--- src/assert_macros.svh ---
// Assertion helpers for the RTL of the cache; tghc_ctrl includes them.
`ifndef ASSERT_MACROS_SVH
`define ASSERT_MACROS_SVH

// A plain invariant that must hold at every rising clock edge outside reset.
`define TGHC_CHECK(lbl, clk, rstn, expr) \
    lbl: assert property (@(posedge clk) disable iff (!(rstn)) (expr)) \
        else $error("cache invariant violated");

// An implication checked at every rising clock edge outside reset.
`define TGHC_IMPLY(lbl, clk, rstn, ante, cons) \
    lbl: assert property (@(posedge clk) disable iff (!(rstn)) (ante) |-> (cons)) \
        else $error("cache implication violated");

`endif

--- src/tghc_pkg.sv ---
package tghc_pkg;

    localparam int KEY_W   = 21;
    localparam int VALUE_W = 16;
    localparam int COUNT_W = 9;
    localparam int OP_W    = 2;

    localparam int DEF_POOL_ENTRIES = 512;
    localparam int DEF_BUCKETS      = 64;

    localparam logic [OP_W-1:0] OP_LOOKUP = 2'd0;
    localparam logic [OP_W-1:0] OP_STORE  = 2'd1;
    localparam logic [OP_W-1:0] OP_CLEAR  = 2'd2;
    localparam logic [OP_W-1:0] OP_UNUSED = 2'd3;

    typedef struct packed {
        logic                      hit;
        logic signed [VALUE_W-1:0] read_value;
        logic [COUNT_W-1:0]        young_count;
        logic                      full_res;
    } res_t;

endpackage

--- src/tghc_bucket_mod.sv ---
module tghc_bucket_mod
    import tghc_pkg::*;
#(
    parameter int BUCKETS = DEF_BUCKETS,
    localparam int BW = (BUCKETS > 1) ? $clog2(BUCKETS) : 1
) (
    input  logic             aclk,
    input  logic             aresetn,
    input  logic             start,
    input  logic [KEY_W-1:0] key,
    output logic             done,
    output logic [BW-1:0]    bucket
);

    // The quotient floor(key * RECIP / 2^SH) equals key / BUCKETS for every key of
    // KEY_W bits, so the remainder follows from one multiply and one subtract.
    localparam int LB = $clog2(BUCKETS);
    localparam int SH = KEY_W + LB;
    localparam int RW = KEY_W + 2;
    localparam int PW = KEY_W + RW;
    localparam logic [63:0] RECIP_64 =
        ((64'd1 << SH) + 64'(BUCKETS) - 64'd1) / 64'(BUCKETS);
    localparam logic [RW-1:0] RECIP = RW'(RECIP_64);

    logic [KEY_W-1:0] key_reg;
    logic [KEY_W-1:0] quot_reg, quot_next;
    logic [BW-1:0]    bucket_reg, bucket_next;
    logic             stage_reg;
    logic             done_reg;
    logic [PW-1:0]    prod;
    logic [31:0]      rem;

    assign prod        = PW'(key) * PW'(RECIP);
    assign quot_next   = KEY_W'(prod >> SH);
    assign rem         = 32'(key_reg) - 32'(quot_reg) * 32'(BUCKETS);
    assign bucket_next = BW'(rem);

    always_ff @(posedge aclk) begin
        if (!aresetn) begin
            stage_reg <= 1'b0;
            done_reg  <= 1'b0;
        end else begin
            stage_reg <= start;
            done_reg  <= stage_reg;
        end
    end

    always_ff @(posedge aclk) begin
        if (start) begin
            key_reg  <= key;
            quot_reg <= quot_next;
        end
        if (stage_reg) begin
            bucket_reg <= bucket_next;
        end
    end

    assign done   = done_reg;
    assign bucket = bucket_reg;

endmodule

--- config.mk ---
export PLATFORM = sky130hd
export DESIGN_NAME = tghc_bucket_mod
export DESIGN_NICKNAME = d
export VERILOG_FILES = /design/src/assert_macros.svh /design/src/tghc_pkg.sv /design/src/tghc_bucket_mod.sv
export SDC_FILE = /design/constraint.sdc
export NUM_CORES = 1
export LEC_CHECK = 0
export BUFFER_PORTS_ARGS = -buffer_cell sky130_fd_sc_hd__buf_2
export CAP_MARGIN = 15
export CORE_AREA = 2 2 39 41
export CTS_CLUSTER_DIAMETER = 100
export DETAILED_ROUTE_END_ITERATION = 10
export DIE_AREA = 0 0 41 43
export GPL_TIMING_DRIVEN = 0
export PLACE_DENSITY = 0.63
export SKIP_LAST_GASP = 1
export SLEW_MARGIN = 15
export SYNTH_ARGS = -nofsm -noshare
export SYNTH_HDL_FRONTEND = slang
export SYNTH_SLANG_ARGS = --single-unit
--- constraint.sdc ---
create_clock -name aclk -period 1 [get_ports aclk]
set_input_delay 0.1 -clock aclk [delete_from_list [all_inputs] [get_ports aclk]]
set_output_delay 0.1 -clock aclk [all_outputs]
set_load 0.1 [all_outputs]
# Word level (Yosys, flattened, before mapping)
# Cells that the tools add are included.
dict set report classes {
  n_addsub 1
}
# op count
set ops {}
lappend ops {{$sub A6 B1 Y6 const B} 1}
dict set report totals {
  regBits 14
  in_bits 24
  output_inout_bits 7
  word_cells 5
}

# Depth between registers and ports, before layout
# Gate-level depths: netlist (run 1).
dict set report logic_depth {
  word_depth 1
  depth_mapped 1
  mapped_depth_nobuf 1
}

# Worst setup path after synthesis (run 1)
# OpenSTA, ideal clock, no wires.
dict set report synth_path {
  path_type {reg-to-output}
  from {register done_reg, in the netlist done}
  to {output port done}
  arrival_ns 0.909
  required_ns 0.900
  path_slack_ns -0.009
  stages_incl_launch_ff 1
  cell_sequence {dfxtp_1}
}
# element line_no
set synth_lines {}
lappend synth_lines {{start, declared} tghc_bucket_mod.sv:29} ;# logic done_reg;
lappend synth_lines {{start signal, assigned} tghc_bucket_mod.sv:44} ;# done_reg <= stage_reg;
lappend synth_lines {{end, declared} tghc_bucket_mod.sv:11} ;# output logic done,
# No word-level cell between the ends.

# Worst setup path in the final report (run 1)
dict set report layout_path {
  from {register done_reg, in the netlist done}
  to {output port done}
}
# No word-level cell between the ends.

==> Flow_metrics.wiki, run 1 <==
{| class="wikitable"
! Metric !! Value
|-
| Sequential fraction of design power || roughly 57%
|-
| Switch share || 27.46%
|-
| Remaining DRCs || 0
|-
| I/O pin count || 31
|-
| Cell count of the worst hold path || 2
|-
| Fin. Hold Viols || 0
|-
| Number of global-route vias before repair || ~230
|-
| Overall routing resource usage || ~7.9%
|-
| Pin count of the biggest net entering global routing || 9
|-
| Launch instance of the worst min-delay path || aresetn
|-
| Setup slack of the worst register-to-register path || 0.22 ns
|-
| Share of cells above drive strength 1 || a little under half
|-
| Number of diodes added for antenna fixing || 0
|-
| Initial DRC Count || 1
|-
| Critical Path Fanout Max || 1
|-
| Total Neg Setup Slack || 0 ns
|-
| Portion of total power attributed to combinational logic || between 10% and 20%
|-
| Slowest stage cell, crit path || dfxtp_2
|-
| Class of the worst hold path || in -> reg
|-
| Number of buffers added by the clock tree synthesis step || 3
|-
| DR vias || 213
|-
| Status || finished, final reports clean
|-
| Clock tree from TritonCTS || yes
|-
| Clock share of power || 24.9%
|-
| Measured slew at the worst slew-check pin || 0.2783 ns
|-
| Initial Utilization || 29.84%
|-
| Source of the worst register-to-register timing path || stage_reg$_SDFF_PN0_
|-
| Area growth syn-to-layout || 53.94%
|-
| Critical Path End Type || primary output
|-
| Cell count after synthesis || 16
|-
| Layout net count || 66
|-
| Average wire per standard cell || around 9.5 um
|-
| Arrival time reported for the critical path endpoint || about 0.86 ns
|-
| Minimum clock period || between 0.9 and 1 ns
|-
| Non-Filler Instances || 57
|-
| Maximum cell stage delay along the critical path || between 0.3 and 0.4 ns
|-
| Fraction of synthesized cell area taken by the top area cell type || around 87%
|-
| Leakage || about 0.25 nW
|-
| CTS clock-pin slew for the worst setup and hold paths || ~0.08 ns
|-
| Core Area || around 0.0014 mm2
|-
| Clk root buf || clkbuf_4
|-
| Longest Clk Path Bufs || 2
|-
| Ranking of synthesized cells by area || edfxtp_1, dfxtp_1, and2_1
|-
| H-tree Lvls || 1
|-
| Worst path required time || 0.90 ns
|-
| Cell internal pwr || 0.8879 mW
|-
| Vert. Die Dim || 43 um
|-
| Number of vias per cell || between 3 and 4
|-
| Crit path launch type || register
|-
| Power per standard cell area || 1926 mW/mm2
|-
| Detailed Routing Iterations Pass 1 || 3
|-
| Post-synthesis sequential element count || 14
|-
| Sequential share of the synthesized area || 96.97%
|-
| Cell Chain, Critical Path || buf_4
|-
| Class of the most critical setup path || reg -> out
|-
| Clk_lat worst skew || approximately 0.27 ns
|-
| # Max-Cap Violations || 0
|-
| P_sw || 0.3360 mW
|-
| Count of distinct cell types in the synthesized netlist || 3
|-
| Share of the core filled with cells || between 40% and 50%
|-
| Post-route design area || 635.6 um2
|-
| Maximum vdd ir drop || approximately 0.96 mV
|-
| Clock tree sinks || 14
|-
| Initial antenna violation count || 0
|-
| Die area || approximately 0.0018 mm2
|-
| Total routed wirelength || roughly 540 um
|-
| Gpl congestion || approximately 0.57
|-
| CP Buf/Inv Count || 1
|-
| Maximum clock skew at final layout || around 0.00041 ns
|-
| End point of the most critical hold path || done$_SDFF_PN0_
|-
| Die X-Extent || approximately 40 um
|-
| Final number of max-transition violations || 0
|-
| Cell count after placement || between 40 and 50
|-
| Reg2Reg Capture Point || bucket[4]$_DFFE_PP_
|-
| Global-route congestion overflow total || 0
|-
| RSZ-0062 raised after global routing || no
|-
| Path depth of the worst reg2reg path || 0
|-
| Avg Cell Area, Syn || around 26 um2
|-
| Final number of setup-violating endpoints || 0
|-
| Placement Rows || 14
|-
| Antenna Violating Nets Remaining || 0
|-
| Yosys warns || 0
|-
| Worst hold slack || approximately 0.037 ns
|-
| Post-placement cell area || between 500 and 600 um2
|-
| Max-Slew Margin vs Limit || 81.60%
|-
| Synthesized Nets || 40
|-
| Dominant delay contributor by cell family on the critical path || flip-flops
|-
| Fmax || between 1 and 1.5 GHz
|-
| Global-route wire length before repair || 828 um
|-
| Final period util || 95.57%
|-
| Number of buffers added on ports || 15
|-
| Yosys top cell by area || edfxtp_1
|-
| Cell area after synthesis || approximately 410 um2
|}
-- worst max-delay path by stage --
stage / endpoint / slack [ns] / cells past startpoint / startpoint
after CTS: bucket[3] / -0.01 / 1 / bucket[3]$_DFFE_PP_
after detailed placement: bucket[3] / 0.16 / 1 / bucket[3]$_DFFE_PP_
final: done / 0.04 / 1 / done$_SDFF_PN0_
after global routing: bucket[4] / 0.001 / 1 / bucket[4]$_DFFE_PP_
after floorplan: bucket[0] / -0.004 / 0 / bucket[0]$_DFFE_PP_
after global placement: bucket[3] / 0.18 / 1 / bucket[3]$_DFFE_PP_
-- cell families (layout without fill, tap and decap cells) --
| group | after synthesis | count (layout) | share of synthesized area, % |
|---|---|---|---|
| flip-flops | 14 | 14 | 96.97 |
| AND/OR/NAND/NOR | 2 | 2 | 3.030 |
| buffers and inverters | 0 | 25 | 0 |
-- final cells by class --
class	instances	area (um2)
clock buffer	3	22.52
clock inverter	1	3.754
fill	135	748.2
multi-input combinational	2	12.51
sequential	14	401.6
tap	16	20.02
timing repair buffer	21	175.2
-- cells in the final DEF, fill, tap and decap left out --
master / count
edfxtp_1: 12
buf_6: 6
buf_2: 8
dlygate4sd3_1: 6
dfxtp_2: 1
clkinv_1: 1
and2_1: 2
clkbuf_4: 3
dfxtp_1: 1
buf_4: 1
-- per-layer routing --
layer	vias up	part of all wire [%]	global-route usage, %	routed length [um]
met3	0	8.9	1.571	48
met1	89	35	7.042	191
met5	-	0	0	0
li1	110	-	-	-
met2	14	56	12.19	300
met4	0	0	10.00	0
-- power groups by stage --
stage	clock (mW)	sequential (mW)	combinational [mW]
after floorplan	0	0.848	0.00224
after global placement	0	0.705	0.180
after CTS	0.324	0.698	0.214
final	0.305	0.698	0.221
after detailed placement	0	0.709	0.182
after global routing	0.346	0.704	0.228
-- Yosys cell counts, drive strengths merged --
cell type and instances:
dfxtp 2, and2 2, edfxtp 12
-- stage by stage --
| step | total power, mW | worst slack (ns) |
|---|---|---|
| final | 1.224 | 0.04431 |
| after global routing | 1.278 | 0.001318 |
| after CTS | 1.235 | -0.01115 |
| after detailed placement | 0.8905 | 0.1635 |
| after global placement | 0.8852 | 0.1839 |
| after floorplan | 0.8507 | -0.004017 |
-- repair_timing --
item                                   CTS  global route
pin swaps                                0             0
resized for setup                        9             4
endpoints found under the hold margin    6             0
hold buffers                             6             0
buffers inserted                         0             0
setup endpoints to repair                7             4
No activity file was read; power rests on OpenSTA's default activity.
==> inputs of run 2 (changes only) <==
SETUP_SLACK_MARGIN = 0.5   (was unset)
==> run 2 against run 1 <==
  * Sequential power hardly changed
  * Core utilization decreased by 3.0 points
  * Sequential share of layout area up 5.0 points
  * Fmax fell by 1.2%
  * Clock power decreased by 1%
  * Critical path depth did not move
  * Non-clock buffer count down 6
  * Sequential cell count stayed put
  * Die area is the same
  * Worst setup slack worse by 0.011 ns
  * Clock skew increased by 0.0049 ns
  * Highest routed layer unchanged
==> Flow_metrics.wiki, run 2 (synthesis gave the netlist of run 1 again) <==
{| class="wikitable"
! Metric !! Value
|-
| Status || finished, final reports clean
|-
| Topmost layer with routed signal wires || met3
|-
| Post CTS Setup Buffer Count || 0
|-
| Die X-Extent || 41 um
|-
| Sequential fraction of design power || 57.9%
|-
| Slowest stage cell, crit path || edfxtp_1
|-
| Crit path launch type || register
|-
| # Max-Cap Violations || 0
|-
| Fmax || slightly above 1 GHz
|-
| Minimum clock period || roughly 0.97 ns
|-
| H-tree Lvls || 1
|-
| Number of global-route vias before repair || roughly 180
|-
| Average wire per standard cell || roughly 9.2 um
|-
| Number of buffers added by the clock tree synthesis step || 3
|-
| Final number of setup-violating endpoints || 0
|-
| Antenna Violating Nets Remaining || 0
|-
| DR vias || 203
|-
| Global-route wire length before repair || around 710 um
|-
| RSZ-0062 raised after global routing || yes
|-
| Dominant delay contributor by cell family on the critical path || flip-flops
|-
| Clock share of power || 24.9%
|-
| Core Area || between 0.001 and 0.0015 mm2
|-
| Met2 layer wire length in the routed design || approximately 240 um
|-
| Longest Clk Path Bufs || 2
|-
| Pin count of the biggest net entering global routing || 9
|-
| Measured slew at the worst slew-check pin || approximately 0.2 ns
|-
| Commonest non-fill, non-tap cells in the layout || edfxtp_1, buf_2, buf_6
|-
| Initial DRC Count || 1
|-
| Share of the core filled with cells || between 40% and 50%
|-
| Remaining DRCs || 0
|-
| Wire length on met3 || 58 um
|-
| Worst path required time || ~0.90 ns
|-
| Vert. Die Dim || 43 um
|-
| CTS clock-pin slew for the worst setup and hold paths || around 0.080 ns
|-
| Final number of max-transition violations || 0
|-
| Die area || 0.001763 mm2
|-
| Leakage || 0.2313 nW
|-
| Cell Chain, Critical Path || buf_6
|-
| Initial Utilization || just under 30%
|-
| Gpl congestion || around 0.6
|-
| Maximum clock skew at final layout || 0.005322 ns
|-
| Portion of total power attributed to combinational logic || between 10% and 20%
|-
| Cell internal pwr || just under 0.9 mW
|-
| Critical Path Fanout Max || 1
|-
| Critical Path End Type || primary output
|-
| Fin. Hold Viols || 0
|-
| CP Buf/Inv Count || 1
|-
| Clk_lat worst skew || approximately 0.27 ns
|-
| Number of vias per cell || roughly 4.0
|-
| Overall routing resource usage || roughly 6.5%
|-
| Maximum cell stage delay along the critical path || 0.40 ns
|-
| Final period util || slightly below 100%
|-
| Detailed Routing Iterations Pass 1 || 2
|-
| Maximum vdd ir drop || ~0.90 mV
|-
| Power per standard cell area || roughly 2000 mW/mm2
|-
| P_sw || about 0.33 mW
|-
| Clock tree from TritonCTS || yes
|-
| Arrival time reported for the critical path endpoint || slightly below 0.9 ns
|-
| Switch share || 27.37%
|-
| Initial antenna violation count || 0
|-
| Setup slack of the worst register-to-register path || 0.33 ns
|-
| Clk root buf || clkbuf_4
|-
| Layout net count || 60
|-
| Total routed wirelength || about 470 um
|-
| Class of the most critical setup path || reg -> out
|-
| Number of buffers added on ports || 15
|-
| Area growth syn-to-layout || 43.94%
|-
| Clock tree sinks || 14
|-
| Placement Rows || 14
|-
| Number of diodes added for antenna fixing || 0
|-
| Max-Slew Margin vs Limit || between 80% and 90%
|-
| Routed metal-1 wire length || between 150 and 200 um
|-
| I/O pin count || 31
|-
| Leading cell type in the layout, fill and taps excluded || edfxtp_1
|-
| Share of cells above drive strength 1 || between 60% and 70%
|-
| Class of the worst hold path || in -> reg
|-
| Global-route congestion overflow total || 0
|-
| Worst hold slack || about 0.0013 ns
|}
-- run 2: cell types whose count changed in the layout (fill, tap and decap cells not counted) --
| cell | before | now |
|---|---|---|
| buf_12 | 0 | 1 |
| dlygate4sd3_1 | 6 | 0 |
| dfxtp_4 | 0 | 1 |
| and2_1 | 2 | 1 |
| dfxtp_1 | 1 | 0 |
| buf_4 | 1 | 0 |
| and2_4 | 0 | 1 |
-- run 2: final cells by class --
class / count / area, um2
tap: 16 / 20.02
timing repair buffer: 15 / 127.6
sequential: 14 / 405.4
fill: 138 / 789.5
clock buffer: 3 / 22.52
multi-input combinational: 2 / 15.01
clock inverter: 1 / 3.754
-- run 2: repair_timing --
action                     in CTS  in global routing
setup endpoints to repair      20                 20
pin swaps                       0                  0
hold endpoints to repair        5                  6
resized for setup              16                  1
-- run 2: path summary, 6_finish.rpt --
check,from,endpoint,cells after the start
hold / removal,key[2],key_reg[2]$_DFFE_PP_,1
setup reg to reg,stage_reg$_SDFF_PN0_,bucket[0]$_DFFE_PP_,0
hold reg to reg,key_reg[1]$_DFFE_PP_,bucket[1]$_DFFE_PP_,0
setup / recovery,bucket[2]$_DFFE_PP_,bucket[2],1
-- run 2: power groups by stage --
stage	combinational, mW	sequential (mW)	clock, mW
4_1_cts	0.207	0.700	0.314
3_5_place_dp	0.181	0.708	0
2_1_floorplan	0.00221	0.847	0
5_1_grt	0.215	0.704	0.345
3_3_place_gp	0.180	0.704	0
6_report	0.208	0.699	0.301
-- run 2: layer usage --
layer / GRT usage, % / up-vias
li1: - / 99
met3: 3.141 / 0
met4: 6.000 / 0
met5: 0 / -
met1: 6.762 / 90
met2: 9.063 / 14
-- run 2: stage by stage --
step	power, mW	worst slack (ns)	cell area, um2	TNS (ns)	std cells
after floorplan	0.8496	-0.004017	417.9	-0.02410	16
after global placement	0.8839	0.1877	513.0	0	47
after detailed placement	0.8889	0.1591	513.0	0	47
after CTS	1.221	0.01496	591.8	0	51
after global routing	1.263	0.001036	594.3	0	51
final	1.208	0.03290	594.3	0	51
==> inputs of run 3 (changes only) <==
PLACE_DENSITY = unset   (was 0.63)
==> run 3 against run 2 <==
  * Total power grew 6.7%
  * Register-to-register slack hardly changed
  * Non-clock buffer count is the same
  * Via count shrank 3.4%
  * Clock skew is 0.0031 ns lower
  * Combinational power about the same
  * Critical endpoint is now bucket[1]
  * Largest power group unchanged
  * Highest routed layer is now met4
==> Flow_metrics.wiki, run 3 (synthesis gave the netlist of run 1 again) <==
{| class="wikitable"
! Metric !! Value
|-
| Final number of max-transition violations || 0
|-
| Gpl congestion || around 0.6
|-
| Average wire per standard cell || 8.941 um
|-
| Status || finished, final reports clean
|-
| Longest Clk Path Bufs || 2
|-
| Total Neg Setup Slack || 0 ns
|-
| Initial DRC Count || 1
|-
| Commonest non-fill, non-tap cells in the layout || edfxtp_1, buf_2, buf_6
|-
| Clk_lat worst skew || between 0.2 and 0.3 ns
|-
| Area growth syn-to-layout || 46.36%
|-
| RSZ-0062 raised after global routing || yes
|-
| Number of global-route vias before repair || around 180
|-
| Overall routing resource usage || around 6.6%
|-
| Core Area || around 0.0014 mm2
|-
| Dominant delay contributor by cell family on the critical path || flip-flops
|-
| Post CTS Setup Buffer Count || 0
|-
| CTS clock-pin slew for the worst setup and hold paths || 0.08 ns
|-
| Initial antenna violation count || 0
|-
| Worst path required time || 0.90 ns
|-
| Clock tree sinks || 14
|-
| Die X-Extent || 41 um
|-
| Critical Path Fanout Max || 1
|-
| Arrival time reported for the critical path endpoint || 0.86 ns
|-
| Class of the most critical setup path || reg -> out
|-
| H-tree Lvls || 1
|-
| Slowest stage cell, crit path || edfxtp_1
|-
| DR vias || about 200
|-
| Minimum clock period || around 0.96 ns
|-
| Pin count of the biggest net entering global routing || 9
|-
| Cell internal pwr || approximately 0.95 mW
|-
| Routing usage on met1 || just over 7%
|-
| Number of buffers added by the clock tree synthesis step || 3
|-
| Critical Path End Type || primary output
|-
| Antenna Violating Nets Remaining || 0
|-
| Max-Slew Margin vs Limit || approximately 87%
|-
| Cell Chain, Critical Path || buf_6
|-
| Leading cell type in the layout, fill and taps excluded || edfxtp_1
|-
| Portion of total power attributed to combinational logic || between 10% and 20%
|-
| Maximum vdd ir drop || 0.7461 mV
|-
| Total routed wirelength || between 400 and 500 um
|-
| Final period util || 96.24%
|-
| Routing layer with the top usage in global route || met2
|-
| I/O pin count || 31
|-
| Sequential fraction of design power || a little over half
|-
| Clock tree from TritonCTS || yes
|-
| Initial Utilization || just under 30%
|-
| Number of diodes added for antenna fixing || 0
|-
| CP Buf/Inv Count || 1
|-
| Clk root buf || clkbuf_4
|-
| Maximum clock skew at final layout || 0.002185 ns
|-
| Power per standard cell area || 2131 mW/mm2
|-
| Clock share of power || between 20 and 30%
|-
| Remaining DRCs || 0
|-
| Non-Filler Instances || 51
|-
| Fmax || 1.039 GHz
|-
| Share of cells above drive strength 1 || a little over three fifths
|-
| Number of buffers added on ports || 15
|-
| Detailed Routing Iterations Pass 1 || 2
|-
| Layout net count || 60
|-
| Number of fill cells in the layout || 126
|-
| Number of vias per cell || roughly 3.8
|-
| Fin. Hold Viols || 0
|-
| Vert. Die Dim || roughly 43 um
|-
| Final number of setup-violating endpoints || 0
|-
| # Max-Cap Violations || 0
|-
| Class of the worst hold path || in -> reg
|-
| Global-route wire length before repair || approximately 690 um
|-
| Measured slew at the worst slew-check pin || slightly above 0.2 ns
|-
| Leakage || about 0.24 nW
|-
| Maximum cell stage delay along the critical path || a little under 0.4 ns
|-
| Met3 Usage GRT || around 3.1%
|-
| Global-route congestion overflow total || 0
|-
| Switch share || 25.95%
|-
| Cell count after placement || 47
|-
| Met2 usage || between 8 and 9%
|-
| P_sw || between 0.3 and 0.4 mW
|-
| Crit path launch type || register
|-
| Placement Rows || 14
|-
| Die area || 0.001763 mm2
|}
## run 3: changes by cell type in the layout (fill, tap and decap cells not counted), sizes merged
cell	delta
clkbuf	+1
clkinv	-1
## run 3: final cells by class
class,count,area [um2],area share (%)
clock buffer,4,36.28,6.004
multi-input combinational,2,15.01,2.484
tap,16,20.02,3.313
timing repair buffer,15,127.6,21.12
sequential,14,405.4,67.08
## run 3: worst paths after layout
kind | to | cells past startpoint | start | slack, ns
worst max-delay path | bucket[1] | 1 | bucket[1]$_DFFE_PP_ | 0.04
worst min-delay path | key_reg[5]$_DFFE_PP_ | 1 | key[5] | 0.002
worst max register to register | bucket[0]$_DFFE_PP_ | 0 | stage_reg$_SDFF_PN0_ | 0.33
worst min register to register | bucket[4]$_DFFE_PP_ | 0 | key_reg[4]$_DFFE_PP_ | 0.42
## run 3: routing by layer
metal  vias to the layer above  wire, um
li1                         98         -
met1                        82       185
met2                        14       217
met3                         2        46
met4                         0         6
met5                         -         0
## run 3: what timing repair did
item	in CTS	in global routing
endpoints found under the setup margin	20	20
gates resized for setup	16	1
hold endpoints to repair	6	6
## run 3: power groups by stage
stage               clock, mW  sequential (mW)  combinational, mW
detailed placement          0            0.707              0.181
CTS                     0.402            0.699              0.207
global route            0.421            0.703              0.215
finish                  0.382            0.698              0.208
floorplan                   0            0.847            0.00221
global placement            0            0.704              0.180
## run 3: stage by stage
| step | setup slack, ns | hold slack [ns] | cell area [um2] | total power [mW] | util [%] |
|---|---|---|---|---|---|
| after floorplan | -0.004017 | 0.1989 | 417.9 | 0.8496 | - |
| after global placement | 0.1864 | 0.2769 | 513.0 | 0.8841 | 37.07 |
| after detailed placement | 0.1725 | 0.2781 | 513.0 | 0.8882 | 37.07 |
| after CTS | 0.02406 | -0.01294 | 601.8 | 1.308 | 43.49 |
| after global routing | -0.004522 | -0.01400 | 604.3 | 1.340 | 43.67 |
| final | 0.03764 | 0.001652 | 604.3 | 1.288 | 43.67 |
