## src/assert_macros.svh

```systemverilog
// Assertion helpers for the RTL of the cache; tghc_ctrl includes them.
`ifndef ASSERT_MACROS_SVH
`define ASSERT_MACROS_SVH

// A plain invariant that must hold at every rising clock edge outside reset.
`define TGHC_CHECK(lbl, clk, rstn, expr) \
    lbl: assert property (@(posedge clk) disable iff (!(rstn)) (expr)) \
        else $error("cache invariant violated");

// An implication checked at every rising clock edge outside reset.
`define TGHC_IMPLY(lbl, clk, rstn, ante, cons) \
    lbl: assert property (@(posedge clk) disable iff (!(rstn)) (ante) |-> (cons)) \
        else $error("cache implication violated");

`endif

```

## src/tghc_pkg.sv

```systemverilog
package tghc_pkg;

    localparam int KEY_W   = 21;
    localparam int VALUE_W = 16;
    localparam int COUNT_W = 9;
    localparam int OP_W    = 2;

    localparam int DEF_POOL_ENTRIES = 512;
    localparam int DEF_BUCKETS      = 64;

    localparam logic [OP_W-1:0] OP_LOOKUP = 2'd0;
    localparam logic [OP_W-1:0] OP_STORE  = 2'd1;
    localparam logic [OP_W-1:0] OP_CLEAR  = 2'd2;
    localparam logic [OP_W-1:0] OP_UNUSED = 2'd3;

    typedef struct packed {
        logic                      hit;
        logic signed [VALUE_W-1:0] read_value;
        logic [COUNT_W-1:0]        young_count;
        logic                      full_res;
    } res_t;

endpackage

```

## src/tghc_ctrl.sv

```systemverilog
`include "assert_macros.svh"

module tghc_ctrl
    import tghc_pkg::*;
#(
    parameter int POOL_ENTRIES = DEF_POOL_ENTRIES,
    parameter int BUCKETS      = DEF_BUCKETS,
    localparam int IW = $clog2(POOL_ENTRIES),
    localparam int LW = $clog2(POOL_ENTRIES + 1),
    localparam int BW = (BUCKETS > 1) ? $clog2(BUCKETS) : 1
) (
    input  logic                      aclk,
    input  logic                      aresetn,
    input  logic                      in_valid,
    output logic                      in_ready,
    input  logic [OP_W-1:0]           in_op,
    input  logic [KEY_W-1:0]          in_key,
    input  logic signed [VALUE_W-1:0] in_value,
    output logic                      res_valid,
    input  logic                      res_ready,
    output res_t                      res,
    output logic                      mod_start,
    input  logic                      mod_done,
    input  logic [BW-1:0]             mod_bucket,
    output logic [IW-1:0]             e_rd_addr,
    input  logic [KEY_W-1:0]          e_rd_key,
    input  logic signed [VALUE_W-1:0] e_rd_value,
    input  logic [LW-1:0]             e_rd_link,
    output logic                      e_link_we,
    output logic [IW-1:0]             e_link_addr,
    output logic [LW-1:0]             e_link_data,
    output logic                      e_key_we,
    output logic                      e_val_we,
    output logic [IW-1:0]             e_kv_addr,
    output logic [KEY_W-1:0]          e_wr_key,
    output logic signed [VALUE_W-1:0] e_wr_value,
    output logic [BW-1:0]             h_rd_addr,
    input  logic [LW-1:0]             h_rd_a,
    input  logic [LW-1:0]             h_rd_b,
    output logic                      h_we_a,
    output logic                      h_we_b,
    output logic [BW-1:0]             h_wr_addr,
    output logic [LW-1:0]             h_wr_data
);

    localparam int HALF_POOL = POOL_ENTRIES / 2;
    localparam int FW        = $clog2(HALF_POOL + 1);
    localparam int SWEEP_N   = (POOL_ENTRIES > BUCKETS) ? POOL_ENTRIES : BUCKETS;
    localparam int CLW       = $clog2(SWEEP_N);
    localparam logic [LW-1:0] EMPTY = LW'(POOL_ENTRIES);

    typedef enum logic [3:0] {
        ST_CLEAR, ST_IDLE, ST_MOD, ST_HEAD_RD, ST_HEAD_WAIT, ST_SEARCH, ST_SEARCH_WAIT,
        ST_UNLINK, ST_SW_HEAD, ST_SW_HW, ST_SW_LINK, ST_SW_DONE, ST_PROMOTE, ST_ALLOC,
        ST_ALLOC_WAIT, ST_RESULT
    } state_t;

    state_t                    state_reg, state_next;
    logic [OP_W-1:0]           op_reg, op_next;
    logic [KEY_W-1:0]          key_reg, key_next;
    logic signed [VALUE_W-1:0] val_reg, val_next;
    logic [BW-1:0]             b_reg, b_next;
    logic [LW-1:0]             cur_reg, cur_next;
    logic [LW-1:0]             prev_reg, prev_next;
    logic [LW-1:0]             nxt_reg, nxt_next;
    logic [LW-1:0]             yh_reg, yh_next;
    logic [LW-1:0]             oh_reg, oh_next;
    logic                      old_ph_reg, old_ph_next;
    logic                      hit_reg, hit_next;
    logic signed [VALUE_W-1:0] rdval_reg, rdval_next;
    logic                      swapped_reg, swapped_next;
    logic [BW-1:0]             sb_reg, sb_next;
    logic [LW-1:0]             sw_cur_reg, sw_cur_next;
    logic [CLW-1:0]            clr_cnt_reg, clr_cnt_next;
    logic                      clr_op_reg, clr_op_next;
    logic                      young_a_reg, young_a_next;
    logic [LW-1:0]             free_reg, free_next;
    logic [FW-1:0]             fill_reg, fill_next;
    logic [1:0]                swaps_reg, swaps_next;

    logic          at_half;
    logic [LW-1:0] young_head;
    logic [LW-1:0] old_rd_head;

    assign at_half     = fill_reg >= FW'(HALF_POOL);
    // After a swap the young generation is empty, so its heads need no read.
    assign young_head  = swapped_reg ? EMPTY : yh_reg;
    assign old_rd_head = young_a_reg ? h_rd_b : h_rd_a;

    always_comb begin
        state_next   = state_reg;
        op_next      = op_reg;
        key_next     = key_reg;
        val_next     = val_reg;
        b_next       = b_reg;
        cur_next     = cur_reg;
        prev_next    = prev_reg;
        nxt_next     = nxt_reg;
        yh_next      = yh_reg;
        oh_next      = oh_reg;
        old_ph_next  = old_ph_reg;
        hit_next     = hit_reg;
        rdval_next   = rdval_reg;
        swapped_next = swapped_reg;
        sb_next      = sb_reg;
        sw_cur_next  = sw_cur_reg;
        clr_cnt_next = clr_cnt_reg;
        clr_op_next  = clr_op_reg;
        young_a_next = young_a_reg;
        free_next    = free_reg;
        fill_next    = fill_reg;
        swaps_next   = swaps_reg;

        in_ready    = 1'b0;
        res_valid   = 1'b0;
        mod_start   = 1'b0;
        e_rd_addr   = cur_reg[IW-1:0];
        e_link_we   = 1'b0;
        e_link_addr = cur_reg[IW-1:0];
        e_link_data = EMPTY;
        e_key_we    = 1'b0;
        e_val_we    = 1'b0;
        e_kv_addr   = cur_reg[IW-1:0];
        e_wr_key    = key_reg;
        e_wr_value  = val_reg;
        h_rd_addr   = b_reg;
        h_we_a      = 1'b0;
        h_we_b      = 1'b0;
        h_wr_addr   = b_reg;
        h_wr_data   = EMPTY;

        case (state_reg)
            ST_CLEAR: begin
                if (int'(clr_cnt_reg) < POOL_ENTRIES) begin
                    e_link_we   = 1'b1;
                    e_link_addr = IW'(clr_cnt_reg);
                    e_link_data = LW'(int'(clr_cnt_reg) + 1);
                end
                if (int'(clr_cnt_reg) < BUCKETS) begin
                    h_we_a    = 1'b1;
                    h_we_b    = 1'b1;
                    h_wr_addr = BW'(clr_cnt_reg);
                end
                clr_cnt_next = clr_cnt_reg + 1'b1;
                if (clr_cnt_reg == CLW'(SWEEP_N - 1)) begin
                    state_next = clr_op_reg ? ST_RESULT : ST_IDLE;
                end
            end
            ST_IDLE: begin
                in_ready = 1'b1;
                if (in_valid) begin
                    op_next      = in_op;
                    key_next     = in_key;
                    val_next     = in_value;
                    hit_next     = 1'b0;
                    rdval_next   = '0;
                    swapped_next = 1'b0;
                    case (in_op)
                        OP_LOOKUP, OP_STORE: begin
                            mod_start  = 1'b1;
                            state_next = ST_MOD;
                        end
                        OP_CLEAR: begin
                            clr_cnt_next = '0;
                            clr_op_next  = 1'b1;
                            young_a_next = 1'b1;
                            free_next    = '0;
                            fill_next    = '0;
                            swaps_next   = '0;
                            state_next   = ST_CLEAR;
                        end
                        default: begin
                            state_next = ST_RESULT;
                        end
                    endcase
                end
            end
            ST_MOD: begin
                if (mod_done) begin
                    b_next     = mod_bucket;
                    state_next = ST_HEAD_RD;
                end
            end
            ST_HEAD_RD: begin
                state_next = ST_HEAD_WAIT;
            end
            ST_HEAD_WAIT: begin
                yh_next     = young_a_reg ? h_rd_a : h_rd_b;
                oh_next     = old_rd_head;
                cur_next    = young_a_reg ? h_rd_a : h_rd_b;
                prev_next   = EMPTY;
                old_ph_next = 1'b0;
                state_next  = ST_SEARCH;
            end
            ST_SEARCH: begin
                if (cur_reg != EMPTY) begin
                    state_next = ST_SEARCH_WAIT;
                end else if (!old_ph_reg) begin
                    cur_next    = oh_reg;
                    prev_next   = EMPTY;
                    old_ph_next = 1'b1;
                end else if (at_half) begin
                    state_next = ST_SW_HEAD;
                end else begin
                    state_next = (op_reg == OP_STORE) ? ST_ALLOC : ST_RESULT;
                end
            end
            ST_SEARCH_WAIT: begin
                if (e_rd_key == key_reg) begin
                    hit_next   = 1'b1;
                    rdval_next = e_rd_value;
                    e_val_we   = (op_reg == OP_STORE);
                    if (old_ph_reg) begin
                        nxt_next   = e_rd_link;
                        state_next = ST_UNLINK;
                    end else begin
                        state_next = ST_RESULT;
                    end
                end else begin
                    prev_next = cur_reg;
                    cur_next  = e_rd_link;
                    if (e_rd_link != EMPTY) begin
                        e_rd_addr = e_rd_link[IW-1:0];
                    end else begin
                        state_next = ST_SEARCH;
                    end
                end
            end
            ST_UNLINK: begin
                if (prev_reg != EMPTY) begin
                    e_link_we   = 1'b1;
                    e_link_addr = prev_reg[IW-1:0];
                    e_link_data = nxt_reg;
                end else begin
                    h_we_a    = !young_a_reg;
                    h_we_b    = young_a_reg;
                    h_wr_data = nxt_reg;
                end
                state_next = at_half ? ST_SW_HEAD : ST_PROMOTE;
            end
            ST_SW_HEAD: begin
                h_rd_addr  = '0;
                sb_next    = '0;
                state_next = ST_SW_HW;
            end
            ST_SW_HW: begin
                h_we_a    = !young_a_reg;
                h_we_b    = young_a_reg;
                h_wr_addr = sb_reg;
                if (old_rd_head != EMPTY) begin
                    sw_cur_next = old_rd_head;
                    e_rd_addr   = old_rd_head[IW-1:0];
                    state_next  = ST_SW_LINK;
                end else if (sb_reg == BW'(BUCKETS - 1)) begin
                    state_next = ST_SW_DONE;
                end else begin
                    sb_next   = sb_reg + 1'b1;
                    h_rd_addr = sb_reg + 1'b1;
                end
            end
            ST_SW_LINK: begin
                e_link_we   = 1'b1;
                e_link_addr = sw_cur_reg[IW-1:0];
                e_link_data = free_reg;
                free_next   = sw_cur_reg;
                if (e_rd_link != EMPTY) begin
                    sw_cur_next = e_rd_link;
                    e_rd_addr   = e_rd_link[IW-1:0];
                end else if (sb_reg == BW'(BUCKETS - 1)) begin
                    state_next = ST_SW_DONE;
                end else begin
                    sb_next    = sb_reg + 1'b1;
                    h_rd_addr  = sb_reg + 1'b1;
                    state_next = ST_SW_HW;
                end
            end
            ST_SW_DONE: begin
                young_a_next = !young_a_reg;
                fill_next    = '0;
                swapped_next = 1'b1;
                if (swaps_reg != 2'd2) begin
                    swaps_next = swaps_reg + 1'b1;
                end
                if (hit_reg) begin
                    state_next = ST_PROMOTE;
                end else begin
                    state_next = (op_reg == OP_STORE) ? ST_ALLOC : ST_RESULT;
                end
            end
            ST_PROMOTE: begin
                e_link_we   = 1'b1;
                e_link_data = young_head;
                h_we_a      = young_a_reg;
                h_we_b      = !young_a_reg;
                h_wr_data   = cur_reg;
                fill_next   = fill_reg + 1'b1;
                state_next  = ST_RESULT;
            end
            ST_ALLOC: begin
                e_rd_addr  = free_reg[IW-1:0];
                state_next = (free_reg != EMPTY) ? ST_ALLOC_WAIT : ST_RESULT;
            end
            ST_ALLOC_WAIT: begin
                e_key_we    = 1'b1;
                e_val_we    = 1'b1;
                e_kv_addr   = free_reg[IW-1:0];
                e_link_we   = 1'b1;
                e_link_addr = free_reg[IW-1:0];
                e_link_data = young_head;
                h_we_a      = young_a_reg;
                h_we_b      = !young_a_reg;
                h_wr_data   = free_reg;
                free_next   = e_rd_link;
                fill_next   = fill_reg + 1'b1;
                state_next  = ST_RESULT;
            end
            ST_RESULT: begin
                res_valid = 1'b1;
                if (res_ready) begin
                    clr_op_next = 1'b0;
                    state_next  = ST_IDLE;
                end
            end
            default: begin
                state_next = ST_IDLE;
            end
        endcase
    end

    assign res.hit         = hit_reg;
    assign res.read_value  = hit_reg ? rdval_reg : '0;
    assign res.young_count = COUNT_W'(fill_reg);
    assign res.full_res    = swaps_reg > 2'd1;

    always_ff @(posedge aclk) begin
        if (!aresetn) begin
            state_reg   <= ST_CLEAR;
            clr_cnt_reg <= '0;
            clr_op_reg  <= 1'b0;
            young_a_reg <= 1'b1;
            free_reg    <= '0;
            fill_reg    <= '0;
            swaps_reg   <= '0;
            hit_reg     <= 1'b0;
            swapped_reg <= 1'b0;
            old_ph_reg  <= 1'b0;
        end else begin
            state_reg   <= state_next;
            clr_cnt_reg <= clr_cnt_next;
            clr_op_reg  <= clr_op_next;
            young_a_reg <= young_a_next;
            free_reg    <= free_next;
            fill_reg    <= fill_next;
            swaps_reg   <= swaps_next;
            hit_reg     <= hit_next;
            swapped_reg <= swapped_next;
            old_ph_reg  <= old_ph_next;
        end
    end

    always_ff @(posedge aclk) begin
        op_reg     <= op_next;
        key_reg    <= key_next;
        val_reg    <= val_next;
        b_reg      <= b_next;
        cur_reg    <= cur_next;
        prev_reg   <= prev_next;
        nxt_reg    <= nxt_next;
        yh_reg     <= yh_next;
        oh_reg     <= oh_next;
        rdval_reg  <= rdval_next;
        sb_reg     <= sb_next;
        sw_cur_reg <= sw_cur_next;
    end

    `TGHC_CHECK(a_fill_bounded, aclk, aresetn, fill_reg <= FW'(HALF_POOL))
    `TGHC_CHECK(a_swaps_saturate, aclk, aresetn, swaps_reg <= 2'd2)
    `TGHC_IMPLY(a_free_walk_valid, aclk, aresetn, state_reg == ST_SW_LINK, sw_cur_reg != EMPTY)
    `TGHC_IMPLY(a_alloc_has_free, aclk, aresetn, state_reg == ST_ALLOC_WAIT, free_reg != EMPTY)

endmodule

```

## config.mk

```make
export PLATFORM = sky130hd
export DESIGN_NAME = tghc_ctrl
export DESIGN_NICKNAME = d
export VERILOG_FILES = /design/src/tghc_pkg.sv /design/src/tghc_ctrl.sv
export VERILOG_INCLUDE_DIRS = /design/src /design/src/src
export SDC_FILE = /design/constraint.sdc
export NUM_CORES = 1
export LEC_CHECK = 0
export BUFFER_PORTS_ARGS = -buffer_cell sky130_fd_sc_hd__buf_2
export CORE_MARGIN = 2
export CORE_UTILIZATION = 55
export DETAILED_ROUTE_END_ITERATION = 7
export HOLD_SLACK_MARGIN = 0.15
export PLACE_DENSITY = 0.83
export RECOVER_POWER = 25
export SETUP_SLACK_MARGIN = 0.2
export SLEW_MARGIN = 20
export SYNTH_ARGS = -nofsm -noshare
export SYNTH_HDL_FRONTEND = slang
export SYNTH_SLANG_ARGS = --single-unit
export TNS_END_PERCENT = 5
```

## constraint.sdc

```tcl
create_clock -name aclk -period 6.6 [get_ports aclk]
set_clock_uncertainty 0.05 [all_clocks]
set_input_delay 1.32 -clock aclk [delete_from_list [all_inputs] [get_ports aclk]]
set_output_delay 1.32 -clock aclk [all_outputs]
set_load 0.05 [all_outputs]
```

# Word level (Yosys, flattened, before mapping)
# Cells that the tools add are included.
word_totals:
  ff_bits: 166
  inputBits: 117
  output_inout_bits: 131
  word_cells: 203
op_classes:
  add_sub_neg: 5
  n_lt_le_gt_ge: 3
  n_eq_ne: 44
  muxes: 97
  n_reduce_logical: 32
ops:
  columns: ["operator", "n"]
  rows:
  - ["10-bit two-way mux", 15]
  - ["10-bit one-hot mux with 3 select lines", 4]
  - ["9-bit one-hot mux with 4 select lines", 2]
  - ["9-bit two-way mux", 7]
  - ["4-bit one-hot mux with 15 select lines", 1]
  - ["4-bit two-way mux", 13]
  - ["10-bit inequality test (second input constant)", 5]
  - ["16-bit two-way mux", 3]
  - ["6-bit two-way mux", 7]
  - ["10-bit one-hot mux with 4 select lines", 1]
  - ["6-bit one-hot mux with 3 select lines", 2]
  - ["4-bit equality test (second input constant)", 8]
  - ["16-bit one-hot mux with 2 select lines", 1]
  - ["2-bit inequality test (second input constant)", 15]
  - ["9-bit one-hot mux with 3 select lines", 1]
  - ["3-bit AND reduction", 8]
  - ["21-bit equality test", 1]
  - ["10-bit one-hot mux with 2 select lines", 1]
  - ["9-bit by 1-bit adder with 9-bit output (second input constant)", 2]
  - ["1-bit two-way mux", 18]
  - ["9-bit one-hot mux with 2 select lines", 1]
  - ["4-bit by 3-bit equality test with 1-bit output (second input constant)", 4]
  - ["1-bit one-hot mux with 2 select lines", 7]
  - ["2-bit two-way mux", 6]
  - ["other kinds (28)", 48]

# Depth between registers and ports, before layout
# Gate-level depths: netlist of run 1.
depth:
  ltp_word: 6
  depth_mapped: 11
  mapped_depth_nobuf: 10

# Least setup slack after synthesis of run 1
# No wires, ideal clock.
synth_path:
  path_type: "input to output"
  startpoint: "input h_rd_b[1]"
  endpoint: "output h_rd_addr[5]"
  arrival_time_ps: 3371
  t_required_ps: 5230
  slack_ps: 1859
  stages: 6
  n_path_buf: 0
  cell_sequence: "nor4b_1 > nand2_1 > o41a_1 > nor2_1 > a21oi_1 > o21ai_0"
synth_via:
  elab_chain_len: 4
synth_rtl:
  columns: ["element", "line", "rtl"]
  rows:
  - ["from (decl)", "tghc_ctrl.sv:39", "input logic [LW-1:0] h_rd_b,"]
  - ["10-bit two-way mux", "tghc_ctrl.sv:88", "assign old_rd_head = young_a_reg ? h_rd_b : h_rd_a;"]
  - ["10-bit inequality test", "tghc_ctrl.sv:250", "if (old_rd_head != EMPTY) begin"]
  - ["6-bit two-way mux", "tghc_ctrl.sv:250", null]
  - ["6-bit one-hot mux with 3 select lines", "tghc_ctrl.sv:132", "case (state_reg)"]
  - ["to (decl)", "tghc_ctrl.sv:37", "output logic [BW-1:0] h_rd_addr,"]
# No other way between the ends.

# Worst setup path after layout of run 1
layout_path:
  startpoint: "register state_reg[3]"
  endpoint: "output e_link_addr[6]"
layout_via:
  elab_chain_len: 2
  elab_cells_between_ends: 5
  cone_classes: "eq/ne: 3; mux: 1; reduce/logical: 1"
layout_rtl:
  columns: ["element", "line", "rtl"]
  rows:
  - ["from (decl)", "tghc_ctrl.sv:58", "state_t state_reg, state_next;"]
  - ["from (signal assigned)", "tghc_ctrl.sv:348", "state_reg <= state_next;"]
  - ["4-bit equality test (tied with other cells)", "tghc_ctrl.sv:132", null]
  - ["9-bit one-hot mux with 4 select lines (*)", "tghc_ctrl.sv:132", null]
  - ["to (decl)", "tghc_ctrl.sv:30", "output logic [IW-1:0] e_link_addr,"]
# Every way passes the cells marked *; elsewhere a longest branch is shown, timed or not.

==> results of run 1 <==
-- cell type report --
class,count,area (um2),share of cell area
repair buffers,259,1300,0.119
inverters,27,101,0.00930
flip-flops and latches,166,4590,0.422
diodes,1,2.50,0.000230
well taps,216,270,0.0248
multi-input cells,656,4010,0.368
clock inverters,15,190,0.0175
clock buffers,17,425,0.0390
-- critical path: cells and delay by family (launching register included) --
kind | cells | cell delay [ns]
flops | 1 | 0.84
buf+inv | 2 | 1.17
simple gates | 4 | 1.23
compound gates | 1 | 0.13
-- power groups by stage --
stage	logic, mW	clock network, mW	registers, mW
2_1_floorplan	0.375	0	1.35
3_3_place_gp	0.658	0	1.25
3_5_place_dp	0.665	0	1.25
4_1_cts	0.668	1.04	1.23
5_1_grt	0.706	1.08	1.24
6_report	0.671	1.04	1.23
-- metrics by stage --
step,area (um2),util,setup slack [ns]
floorplan,8920,-,1.86
global placement,10300,0.649,1.66
detailed placement,10300,0.649,1.64
CTS,10900,0.687,1.56
global route,10900,0.686,1.28
finish,10900,0.686,1.43
-- synthesized netlist by cell type, types with 3 or more instances --
cell type / n / share of area
sky130_fd_sc_hd__a21boi_0: 5 / 0.0042
sky130_fd_sc_hd__a21oi_1: 50 / 0.028
sky130_fd_sc_hd__a221o_1: 10 / 0.011
sky130_fd_sc_hd__a222oi_1: 26 / 0.029
sky130_fd_sc_hd__a22oi_1: 17 / 0.014
sky130_fd_sc_hd__a31oi_1: 3 / 0.0021
sky130_fd_sc_hd__and2_1: 45 / 0.032
sky130_fd_sc_hd__and3_1: 8 / 0.0056
sky130_fd_sc_hd__buf_1: 6 / 0.0025
sky130_fd_sc_hd__buf_2: 5 / 0.0028
sky130_fd_sc_hd__clkbuf_1: 44 / 0.019
sky130_fd_sc_hd__dfxtp_1: 39 / 0.088
sky130_fd_sc_hd__edfxtp_1: 127 / 0.43
sky130_fd_sc_hd__ha_1: 7 / 0.0098
sky130_fd_sc_hd__inv_1: 27 / 0.011
sky130_fd_sc_hd__mux2_2: 13 / 0.016
sky130_fd_sc_hd__mux2i_1: 12 / 0.013
sky130_fd_sc_hd__nand2_1: 120 / 0.051
sky130_fd_sc_hd__nand2b_1: 7 / 0.0049
sky130_fd_sc_hd__nand3_1: 26 / 0.015
sky130_fd_sc_hd__nand4_1: 16 / 0.011
sky130_fd_sc_hd__nor2_1: 78 / 0.033
sky130_fd_sc_hd__nor2b_1: 22 / 0.015
sky130_fd_sc_hd__nor3_1: 12 / 0.0067
sky130_fd_sc_hd__nor4_1: 14 / 0.0098
sky130_fd_sc_hd__nor4b_1: 5 / 0.0049
sky130_fd_sc_hd__o211ai_1: 6 / 0.0051
sky130_fd_sc_hd__o21ai_0: 44 / 0.025
sky130_fd_sc_hd__o22ai_1: 13 / 0.0091
sky130_fd_sc_hd__o2bb2ai_1: 4 / 0.0039
sky130_fd_sc_hd__o31ai_1: 5 / 0.0042
sky130_fd_sc_hd__or3_1: 14 / 0.0098
sky130_fd_sc_hd__xnor2_1: 8 / 0.0079
sky130_fd_sc_hd__xor2_1: 28 / 0.027
-- routing by layer --
layer	routed length [um]	global-route usage	vias to the layer above
met5	0	0	-
met4	684	0.0978	0
met3	3160	0.0764	60
met2	12700	0.486	556
met1	10800	0.425	3882
li1	-	-	3813
-- path summary, 6_finish.rpt --
| kind | end | slack, ns | depth (start not counted) |
|---|---|---|---|
| worst min-delay path | fill_reg[7]$_SDFFE_PN0P_ | 0.48 | 2 |
| worst max-delay path | e_link_addr[6] | 1.43 | 7 |
| worst max register to register | nxt_reg[8]$_DFFE_PP_ | 2.83 | 7 |
| worst min register to register | fill_reg[7]$_SDFFE_PN0P_ | 0.48 | 2 |
-- kinds of logic (layout without fill, tap and decap cells) --
kind of cell,count (synthesis),count (layout),synth area share
adders and majority gates,7,7,0.00982
and+or+nand+nor,382,382,0.212
AOI/OAI and AO/OA,206,206,0.160
DFF,166,166,0.515
xor gates and xnor gates,36,36,0.0354
buffers and inverters,84,318,0.0373
muxes,25,25,0.0299
other,0,1,0
==> flow_summary.ini, run 1 <==
[synth]
synth.cell_area_um2 = 8920
post_synth_inst_count = 906
syn_nets = 1030
synth-edff-count = 127
yosys_warnings = 0
postSynthRegisterBits = 166
synth-seq-area-share = 0.515
syn-mean-instance-area_um2 = 9.84
synthArstFlopShare = 0
yosys_most_used_dff = sky130_fd_sc_hd__edfxtp_1
synth.distinct_cells = 66

[worst_setup_path]
worst_r2r_startpoint = state_reg[2]$_SDFFE_PN0P_
critical_setup_path_kind = register to output port
worstPathCellList = nor2b_1 -> nand3_1 -> inv_1 -> nand2_1 -> nand3_1 -> a221o_1 -> buf_2
timing.critical_path.slowest_stage_cell = sky130_fd_sc_hd__inv_1
worst-endpoint-required_ns = 5.23
path_max_fanout = 29
crit_path_frequent_cell = sky130_fd_sc_hd__nand3_1
critical_path.startpoint_type = register
crit_arrival_ns = 3.80
delay_contributed_by_the_slowest_stage_of_the_critical_path_ns = 0.90
crit_path_end_kind = output port
worst_setup_path_startpoint = state_reg[3]$_SDFFE_PN0P_

[drt]
drt-wirelength-per-cell_um = 20.2
dr_total_vias = 8311
remaining_drc_errors = 0
drtIter0Drc = 1370
finalWirelength_mm = 27.4
vias_per_cell = 6.12
ant_nets = 0
dr.pass1.iters = 7

[global_route]
antenna_found_initial = 0
groute.usage.overall = 0.310
largest_net_degree_at_the_start_of_global_routing = 51
grt_remaining_overflow = 0
grt_pass1_vias = 7575
grt_first_pass_wirelength_mm = 41.7

[hold_path]
timing.hold.worst.class = register to register
timing.hold.worst.start = fill_reg[7]$_SDFFE_PN0P_

[pwr]
power.share.clock = 0.353
switching_share = 0.331
power.sequential.fraction = 0.419
p_switching_mw = 0.974
post-layout-total-power_mw = 2.94
combinationalPowerShare = 0.228
p_int_mw = 1.97
pwr_density_cell_nw_per_um2 = 270
peakVddDrop_v = 0.000234
power.static_leakage_nw = 4.53

[clocking]
hold_buffers = 0
cts.repair.resized = 0
ctsRootBufferMaster = sky130_fd_sc_hd__clkbuf_16
cts-buffers-inserted = 17
cts.clk_slew.worst_paths_ns = 0.06
cts_tree = built
ctsHtreeMaxLevel = 4
clk_sinks = 166
post-cts-setup-buffer-count = 0
cts_buffer_depth = 2
clk-insertion-delay-late_ns = 0.43

[timing]
finalCriticalPeriod_ns = 5.17
finalHoldViolCount = 0
final-setup-viol-count = 0
timing.setup.tns_ns = 0
timing_max_transition_violations_final = 0
timing.slew.headroom = 0.127
max_clock_freq_ghz = 0.194
rsz0062_at_grt = false
hold_slack_ns = 0.482
tightestPinTransition_ns = 1.31
min_period_over_period = 0.783

[flow_run]
max_cap_viol_count = 0

[final_layout]
most-common-layout-cells = 233 x sky130_fd_sc_hd__buf_2, 127 x sky130_fd_sc_hd__edfxtp_1, 120 x sky130_fd_sc_hd__nand2_1
mostFrequentLayoutCell = sky130_fd_sc_hd__buf_2
fin_nets = 1251
areaGrowthSynthToFinish_pct = 22.2
max_reg_flops = 21
stdcell_count = 1357
post_route_cells_drive_above_1_share = 0.254
final.fill_count = 1253

[place]
gpl.final_weighted_congestion = 0.941
buffer_ports.inserted = 247
hpwlAfterDp_mm = 20.1
placed_cells = 1324

[floorplan]
initial_core_util = 0.561
die_h_um = 131
core_region_area_um2 = 15900
i_o_pin_cnt = 248
fp_rows = 46
chipWidth_um = 131
design.die.area_um2 = 17300

[status]
outcome = completed
Power figures use the tool's default switching activity.
==> run 2, diff against run 1 <==
--- a/config.mk
+++ b/config.mk
@@ -8,10 +8,10 @@
 export LEC_CHECK = 0
 export BUFFER_PORTS_ARGS = -buffer_cell sky130_fd_sc_hd__buf_2
 export CORE_MARGIN = 2
-export CORE_UTILIZATION = 55
+export CORE_UTILIZATION = 53
 export DETAILED_ROUTE_END_ITERATION = 7
 export HOLD_SLACK_MARGIN = 0.15
-export PLACE_DENSITY = 0.83
+export PLACE_DENSITY = 0.81
 export RECOVER_POWER = 25
 export SETUP_SLACK_MARGIN = 0.2
 export SLEW_MARGIN = 20
==> constraint.sdc (replaced) <==
create_clock -name aclk -period 5.1 [get_ports aclk]
set_clock_uncertainty 0.05 [all_clocks]
set_input_delay 1.02 -clock aclk [delete_from_list [all_inputs] [get_ports aclk]]
set_output_delay 1.02 -clock aclk [all_outputs]
set_load 0.05 [all_outputs]
==> run 2 against run 1 <==
  * The flow now finishes with violations (design-rule violations)
  * Register-to-register slack got worse by 1.0 ns
  * Sequential power rose by 29%
  * Hold slack improved by 0.0017 ns
  * Total power rose by 26%
  * Via count rose by 0.22%
  * Count of clock-buffer cells in the layout did not move
  * Combinational power rose by 28%
  * Critical endpoint is now h_wr_data[4]
  * Largest power group unchanged
==> flow_summary.ini, run 2 (synthesized netlist as in run 1, its figures left out) <==
[hold_path]
timing.hold.worst.class = register to register

[global_route]
grt_remaining_overflow = 0
antenna_found_initial = 2
grt.busiest_layer = met2
grt_util_met3 = 0.0632
grt_pass1_vias = 7691
grtUsageMet2 = 0.485
largest_net_degree_at_the_start_of_global_routing = 41
grtUsageMet1 = 0.412
groute.usage.overall = 0.304
grt_first_pass_wirelength_mm = 42.1

[worst_setup_path]
worst_path_dominant_cell_family = buffers and inverters
worst-endpoint-required_ns = 4.03
crit_arrival_ns = 3.45
delay_contributed_by_the_slowest_stage_of_the_critical_path_ns = 0.84
worst_r2r_startpoint = state_reg[2]$_SDFFE_PN0P_
critical_path.startpoint_type = register
crit-reg2reg-capture = nxt_reg[1]$_DFFE_PP_
crit_buf_inv = 2
worstPathCellList = nand3_1 -> inv_1 -> nand2_1 -> o211ai_1 -> buf_2
worstRegToRegCells = 7
timing.critical_path.slowest_stage_cell = sky130_fd_sc_hd__inv_1
setup.worst_path.end = h_wr_data[4]
regToRegSetupSlack_ns = 1.79
critical_path_depth = 5
worst_setup_path_startpoint = state_reg[2]$_SDFFE_PN0P_
crit_path_end_kind = output port
path_max_fanout = 29
critical_setup_path_kind = register to output port

[timing]
finalHoldViolCount = 0
min_period_over_period = 0.886
rsz0062_at_grt = false
finalCriticalPeriod_ns = 4.52
tightestPinTransition_ns = 1.30
timing_max_transition_violations_final = 0
final-setup-viol-count = 0
timing.slew.headroom = 0.133
timing.setup.tns_ns = 0
max_clock_freq_ghz = 0.221

[drt]
ant_nets = 0
drtIter0Drc = 1192
remaining_drc_errors = 4
dr_total_vias = 8329
vias_per_cell = 6.10
finalWirelength_mm = 27.3
drt-wirelength-per-cell_um = 20.0
dr.pass1.iters = 8

[final_layout]
max_reg_flops = 21
final.fill_count = 1377
post_route_cells_drive_above_1_share = 0.239
most-common-layout-cells = 210 x sky130_fd_sc_hd__buf_2, 127 x sky130_fd_sc_hd__edfxtp_1, 120 x sky130_fd_sc_hd__nand2_1
fin_nets = 1255
fin_area_um2 = 10900
areaGrowthSynthToFinish_pct = 21.9
mostFrequentLayoutCell = sky130_fd_sc_hd__buf_2

[place]
gpl.final_weighted_congestion = 0.965
placed_cell_area_um2 = 10300
hpwlAfterDp_mm = 20.2
buffer_ports.inserted = 247

[clocking]
cts.repair.resized = 0
ctsHtreeMaxLevel = 4
clk-insertion-delay-late_ns = 0.43
cts-buffers-inserted = 17
post-cts-setup-buffer-count = 0
cts_tree = built
cts_buffer_depth = 2
cts.clk_slew.worst_paths_ns = 0.07
clk_sinks = 166
hold_buffers = 0
ctsRootBufferMaster = sky130_fd_sc_hd__clkbuf_16

[floorplan]
design.die.area_um2 = 17900
chipWidth_um = 134
i_o_pin_cnt = 248
initial_core_util = 0.540
die_h_um = 134
core_region_area_um2 = 16500
fp_rows = 47

[pwr]
pwr_density_cell_nw_per_um2 = 342
power.static_leakage_nw = 4.50
peakVddDrop_v = 0.000273

[status]
violations_in_the_final_reports = design-rule violations
outcome = finished with violations

[flow_run]
max_cap_viol_count = 0
==> run 2: cell types whose count changed in the layout (fill, tap and decap cells not counted), sizes merged <==
| cell | change |
|---|---|
| inv | +3 |
| clkinv | +1 |
| buf | -17 |
| bufinv | -3 |
| clkbuf | +21 |
| clkinvlp | -1 |
==> run 2: layer usage <==
layer,share of wire,wire (um),vias up
met3,0.12,3250,56
li1,-,-,3819
met2,0.48,13000,552
met5,0,0,-
met4,0.026,716,0
met1,0.38,10400,3902
==> run 2: area by class of cell <==
class / instances / area, um2 / share of cell area
inverters: 27 / 101 / 0.00932
clock inverters: 15 / 154 / 0.0142
clock buffers: 17 / 425 / 0.0391
well taps: 220 / 275 / 0.0253
repair buffers: 263 / 1310 / 0.120
flip-flops and latches: 166 / 4590 / 0.423
multi-input cells: 656 / 4010 / 0.369
diodes: 1 / 2.50 / 0.000230
==> run 2: worst register-to-register path: stages, from the launching register on <==
cell and delay (ns):
sky130_fd_sc_hd__dfxtp_1 0.82, sky130_fd_sc_hd__nand2_1 0.29, sky130_fd_sc_hd__nor3_2 0.56, sky130_fd_sc_hd__buf_4 0.32, sky130_fd_sc_hd__nand3_1 0.14, sky130_fd_sc_hd__nor3_1 0.17
sky130_fd_sc_hd__buf_4 0.18, sky130_fd_sc_hd__and2_1 0.43
==> run 2: through the flow <==
step                       util  std cells  power (mW)  hold WS [ns]  setup slack, ns
final                     0.658       1365        3.72         0.484            0.581
after global routing      0.658       1365        3.83         0.516            0.334
after CTS                 0.661       1364        3.73         0.483            0.659
after detailed placement  0.626       1332        2.48         0.474            0.747
after global placement    0.626       1332        2.46         0.460            0.767
after floorplan               -        906        2.23         0.442            0.957
==> run 2: how the worst min path moves through the flow <==
stage / start / to / slack, ns / cells after the start
after global placement: fill_reg[7]$_SDFFE_PN0P_ / fill_reg[7]$_SDFFE_PN0P_ / 0.46 / 2
after detailed placement: fill_reg[7]$_SDFFE_PN0P_ / fill_reg[7]$_SDFFE_PN0P_ / 0.47 / 2
final: fill_reg[7]$_SDFFE_PN0P_ / fill_reg[7]$_SDFFE_PN0P_ / 0.48 / 2
after floorplan: old_ph_reg$_SDFFE_PN0P_ / old_ph_reg$_SDFFE_PN0P_ / 0.44 / 2
after global routing: fill_reg[7]$_SDFFE_PN0P_ / fill_reg[7]$_SDFFE_PN0P_ / 0.52 / 2
after CTS: fill_reg[7]$_SDFFE_PN0P_ / fill_reg[7]$_SDFFE_PN0P_ / 0.48 / 2
==> run 2: report_power, final <==
part | switching [mW] | total (mW) | internal [mW]
Sequential | 0.0558 | 1.59 | 1.54
Combinational | 0.640 | 0.856 | 0.216
Clock | 0.613 | 1.27 | 0.655
